[src/rtl/gdf_ram.sv]
`timescale 1ns / 1ps
// ----------------------------------------------------------------------------
// Generic RAM
// One write port and one read port with registered read data.
// ----------------------------------------------------------------------------
module gdf_ram #(
  parameter int WIDTH = 16,
  parameter int DEPTH = 16,
  localparam int AW = (DEPTH > 1) ? $clog2(DEPTH) : 1
) (
  input  logic             clk,
  input  logic             wr_en,
  input  logic [AW-1:0]    wr_addr,
  input  logic [WIDTH-1:0] wr_data,
  input  logic             rd_en,
  input  logic [AW-1:0]    rd_addr,
  output logic [WIDTH-1:0] rd_data
);

  logic [WIDTH-1:0] mem [DEPTH];

  always_ff @(posedge clk) begin
    if (wr_en) begin
      mem[wr_addr] <= wr_data;
    end
    // Read data holds while no read is issued.
    if (rd_en) begin
      rd_data <= mem[rd_addr];
    end
  end

endmodule

[config.mk]
export PLATFORM = sky130hd
export DESIGN_NAME = gdf_ram
export DESIGN_NICKNAME = d
export VERILOG_FILES = /design/src/rtl/gdf_ram.sv
export SDC_FILE = /design/constraint.sdc
export NUM_CORES = 1
export LEC_CHECK = 0
export BUFFER_PORTS_ARGS = -buffer_cell sky130_fd_sc_hd__buf_2
export CAP_MARGIN = 25
export CORE_MARGIN = 2
export CORE_UTILIZATION = 64
export DETAILED_ROUTE_END_ITERATION = 10
export GPL_TIMING_DRIVEN = 0
export PLACE_DENSITY = 0.82
export SLEW_MARGIN = 20
export SYNTH_ARGS = -nofsm -noshare
export SYNTH_HDL_FRONTEND = slang
export SYNTH_SLANG_ARGS = --single-unit
[constraint.sdc]
create_clock -name clk -period 6.2 [get_ports clk]
set_input_delay 0.31 -clock clk [delete_from_list [all_inputs] [get_ports clk]]
set_output_delay 0.31 -clock clk [all_outputs]
set_load 0.03 [all_outputs]
Word level (Yosys, flattened, before mapping)
Memory sizes are Yosys's and may differ from the RTL's. A register that Yosys moved wholly into a read port is not among the register bits.
Index checks and enable logic that the tools add are counted.
{ "totals": {"register_bits": 0, "latchBits": 0, "ramBits": 256, "mem_bits_ro": 0, "in_bits": 27, "out_inout_bits": 16, "word_cells": 3, "n_memories": 1} }
{ "classes": {"addsub": 0, "multipliers": 0, "n_div": 0, "n_lt_le_gt_ge": 0, "eq_ne": 0, "shifts": 0, "muxes": 2, "bitwise": 0, "n_reduce_logical": 0} }
{ "memory_table": {"columns": ["name", "words", "width", "rd", "rd_ports_with_merged_regs", "write_ports", "line", "source"], "rows": [
  ["mem", 16, 16, 1, 1, 1, "20", "logic [WIDTH-1:0] mem [DEPTH];"]
]} }
{ "op_table": {"columns": ["op", "count"], "rows": [
  ["1-bit 2-to-1 mux", 2]
]} }

Depth between registers and ports, before layout
{ "depth": {"depth_word": 2, "mapped_depth": 5, "depth_no_buf": 3} }

Least setup slack after synthesis
OpenSTA, ideal clock, no wires.
{ "synth_timing": {"path_type": "input -> register", "startpoint": "in wr_addr[2]", "endpoint": "mem mem[0][0] (enable)", "setup_ns": 0.409, "arrival_ns": 1.956, "t_required_ns": 5.791, "path_slack_ns": 3.835, "path_stages": 2, "n_path_buf": 0, "path_cell_list": "or3b_2 nor3_1"} }
{ "synth_rtl": {"columns": ["item", "line", "source"], "rows": [
  ["start: declaration", "13", "input logic [AW-1:0] wr_addr,"],
  ["end: declaration", "20", null]
]} }
Straight into the memory's write port.

==> flow_summary.toml <==
[clock_network]
cts.clk_slew.worst_paths_ns = 0.06
ctsHoldBuffers = 0
postCtsSetupBuffers = 0
cts-htree-levels = 1
cts_tree = "done"
postCtsResizedCells = 0
clock_path_buffers = 3
worstSkewPairLatency_ns = 0.54
root_buffer = "clkbuf_16"
cts_num_sinks = 272
cts_made_buffers = 27

[timing]
clock_skew_ns = 0.0205
fin_crit_sh_pct = 28.5
worst_slew_pin_slew_ns = 0.877
slew_viol_final = 0
finalHoldViolations = 0
setup_viol = 0
setup_tns_ns = 0
fin_hold_ws_ns = 0.139
relSlewSlack_pct = 41.5
fmax_mhz = 567
fin_crit_ns = 1.76
rsz0062_at_grt = "false"

[global_routing]
grt_pass1_vias = 5082
grt_util_all_layers_pct = 26.2
grt_pass1_wl_um = 31000
antenna_found_initial = 0
grt_max_degree = 17
overflow = 0

[worst_setup_path]
crit_chain = "buf_2 > buf_1 > mux4_2 > a22oi_1 > nand2_1"
start_kind = "input pin"
end_kind = "register"
cp-endpoint = "rd_data[13]$_DFFE_PP_"
cpLargestDelayFamily = "buffers and inverters"
path_depth = 5
cp.required_ns = 6.47
crit-reg2reg-capture = "rd_data[13]$_DFFE_PP_"
cpPeakStageDelay_ns = 0.65
worstPathArrival_ns = 2.04
worst_path_max_delay_cell = "buf_1"
r2r_setup_slack_ns = 4.60
worst-path-buf-inv = 2
crit_start = "rd_addr[1]"
cp_max_fo = 10
reg2reg_depth = 3
worstSetupPathType = "in -> reg"
rr_startpoint = "mem[2][13]$_DFFE_PP_"

[logic_synthesis]
yosysTopAreaCellShare_pct = 80.0
synth_top_flop_cell = "edfxtp_1"
synth_most_common_cell = "edfxtp_1"
yosys_warnings = 0
synth_top_family_by_area = "multiplexers"
synthSimpleGateAreaFrac_pct = 1.89
synth_area_um2 = 10200
netlist.top_cell.by_area = "edfxtp_1"
synthTopCellsByCount = "edfxtp_1, mux4_2, a22oi_1"
syn_inst = 432
synth-seq-cells = 272
synthAdderAreaFrac_pct = 0
synth-seq-area-share_pct = 80.0
synth_compound_area_share_pct = 2.35
syn_nets = 459
avgSynthCellArea_um2 = 23.6
synth_cell_types = 18
async_flop_share_pct = 0
synthMuxAreaShare_pct = 14.5
synth_edf_count = 272
synthXorXnorAreaFrac_pct = 0
synth_area_leaders = "edfxtp_1, mux4_2, mux4_1"

[cells_and_area]
layout-drive-gt1-share_pct = 34.2
final_nets = 548
area_growth_pct = 15.8
stdcell_count = 757
diodes = 0

[floorplanning]
initial_utilization_pct = 64.9
ios = 43
core-area_um2 = 15700
core.rowCount = 46
die_w_um = 130
dieArea_um2 = 17000
die_h_um = 130

[min_path]
hold_class = "in -> reg"

[power_and_ir_drop]
switching_share_pct = 20.7
p_seq_share_pct = 53.7
power_leakage_nw = 3.87
ir_drop_uv = 252
pwr-share-clk_pct = 41.0
powerDensity_nw_per_um2 = 328
total_power_mw = 3.88
p_sw_mw = 0.802
internal-power_mw = 3.07
combPwrFrac_pct = 5.3

[job]
max_cap_viol_count = 0

[place]
numPortBuffers = 40
dpl.cell_count = 708
dp_hpwl_um = 13300
gp_congestion = 0.737

[drt]
drt-initial-drc-count = 664
drc = 0
dr.pass1.iters = 5
viasPerCell = 6.48
wl_per_cell_um = 27.7
ant_nets = 0
num_vias = 4902
routed_wirelength_um = 21000

[run_status]
status = "completed"
## how the worst min path moves through the flow
stage / depth (start not counted) / to / startpoint
after floorplan: 0 / mem[0][0]$_DFFE_PP_ / wr_data[0]
after global placement: 1 / mem[4][4]$_DFFE_PP_ / wr_data[4]
after detailed placement: 1 / mem[4][4]$_DFFE_PP_ / wr_data[4]
after CTS: 1 / mem[7][11]$_DFFE_PP_ / wr_data[11]
after global routing: 1 / mem[1][4]$_DFFE_PP_ / wr_data[4]
final: 1 / mem[1][4]$_DFFE_PP_ / wr_data[4]
## kinds of logic (layout without fill, tap and decap cells)
| logic type | after synthesis | count (layout) |
|---|---|---|
| mux | 64 | 64 |
| flops | 272 | 272 |
| simple gates | 43 | 43 |
| buf+inv | 21 | 130 |
| compound gates | 32 | 32 |
## sequential cells by signal, indices dropped and copies added, names as in the netlist
| name | count |
|---|---|
| mem | 256 |
| rd_data | 16 |
## layout make-up
class	count	area, µm²
clock inverters	19	180
plain buffers	21	124
repair buffers	60	425
fillers	814	3900
flip-flops and latches	272	8170
multi-input cells	139	1960
well taps	216	270
clock buffers	30	687
## through the flow
| step | setup WS, ns | utilization, % | instance area (µm²) |
|---|---|---|---|
| floorplan | 3.83 | - | 10200 |
| CTS | 4.40 | 75.2 | 11800 |
| global route | 4.32 | 75.2 | 11800 |
| detailed placement | 3.86 | 69.7 | 10900 |
| global placement | 2.48 | 67.9 | 10700 |
| finish | 4.44 | 75.2 | 11800 |
## power by group through the flow
stage                     logic (mW)  clock network, mW  registers [mW]
after floorplan                0.100                  0            2.14
after global placement         0.188                  0            2.12
after detailed placement       0.204                  0            2.12
after CTS                      0.207               1.60            2.08
after global routing           0.219               1.66            2.08
final                          0.206               1.59            2.08
## metal layers
| metal | GRT usage (%) | routed length [µm] | up-vias |
|---|---|---|---|
| met3 | 4.67 | 1900 | 62 |
| met2 | 42.5 | 10300 | 291 |
| met1 | 37.0 | 8110 | 2524 |
| li1 | - | - | 2025 |
| met4 | 9.68 | 717 | 0 |
| met5 | 0 | 0 | - |
## placed cells by master, fill, tap and decap left out, types with 4 or more instances in the layout
master     instances
nand2_1           17
clkbuf_1          11
mux4_2            54
buf_4              8
nor3_2             4
buf_6             14
clkinv_2          10
edfxtp_1         272
nor2_2            12
buf_8              5
a22oi_1           32
clkbuf_16         27
buf_2             43
mux4_1            10
Power figures use the tool's default switching activity.
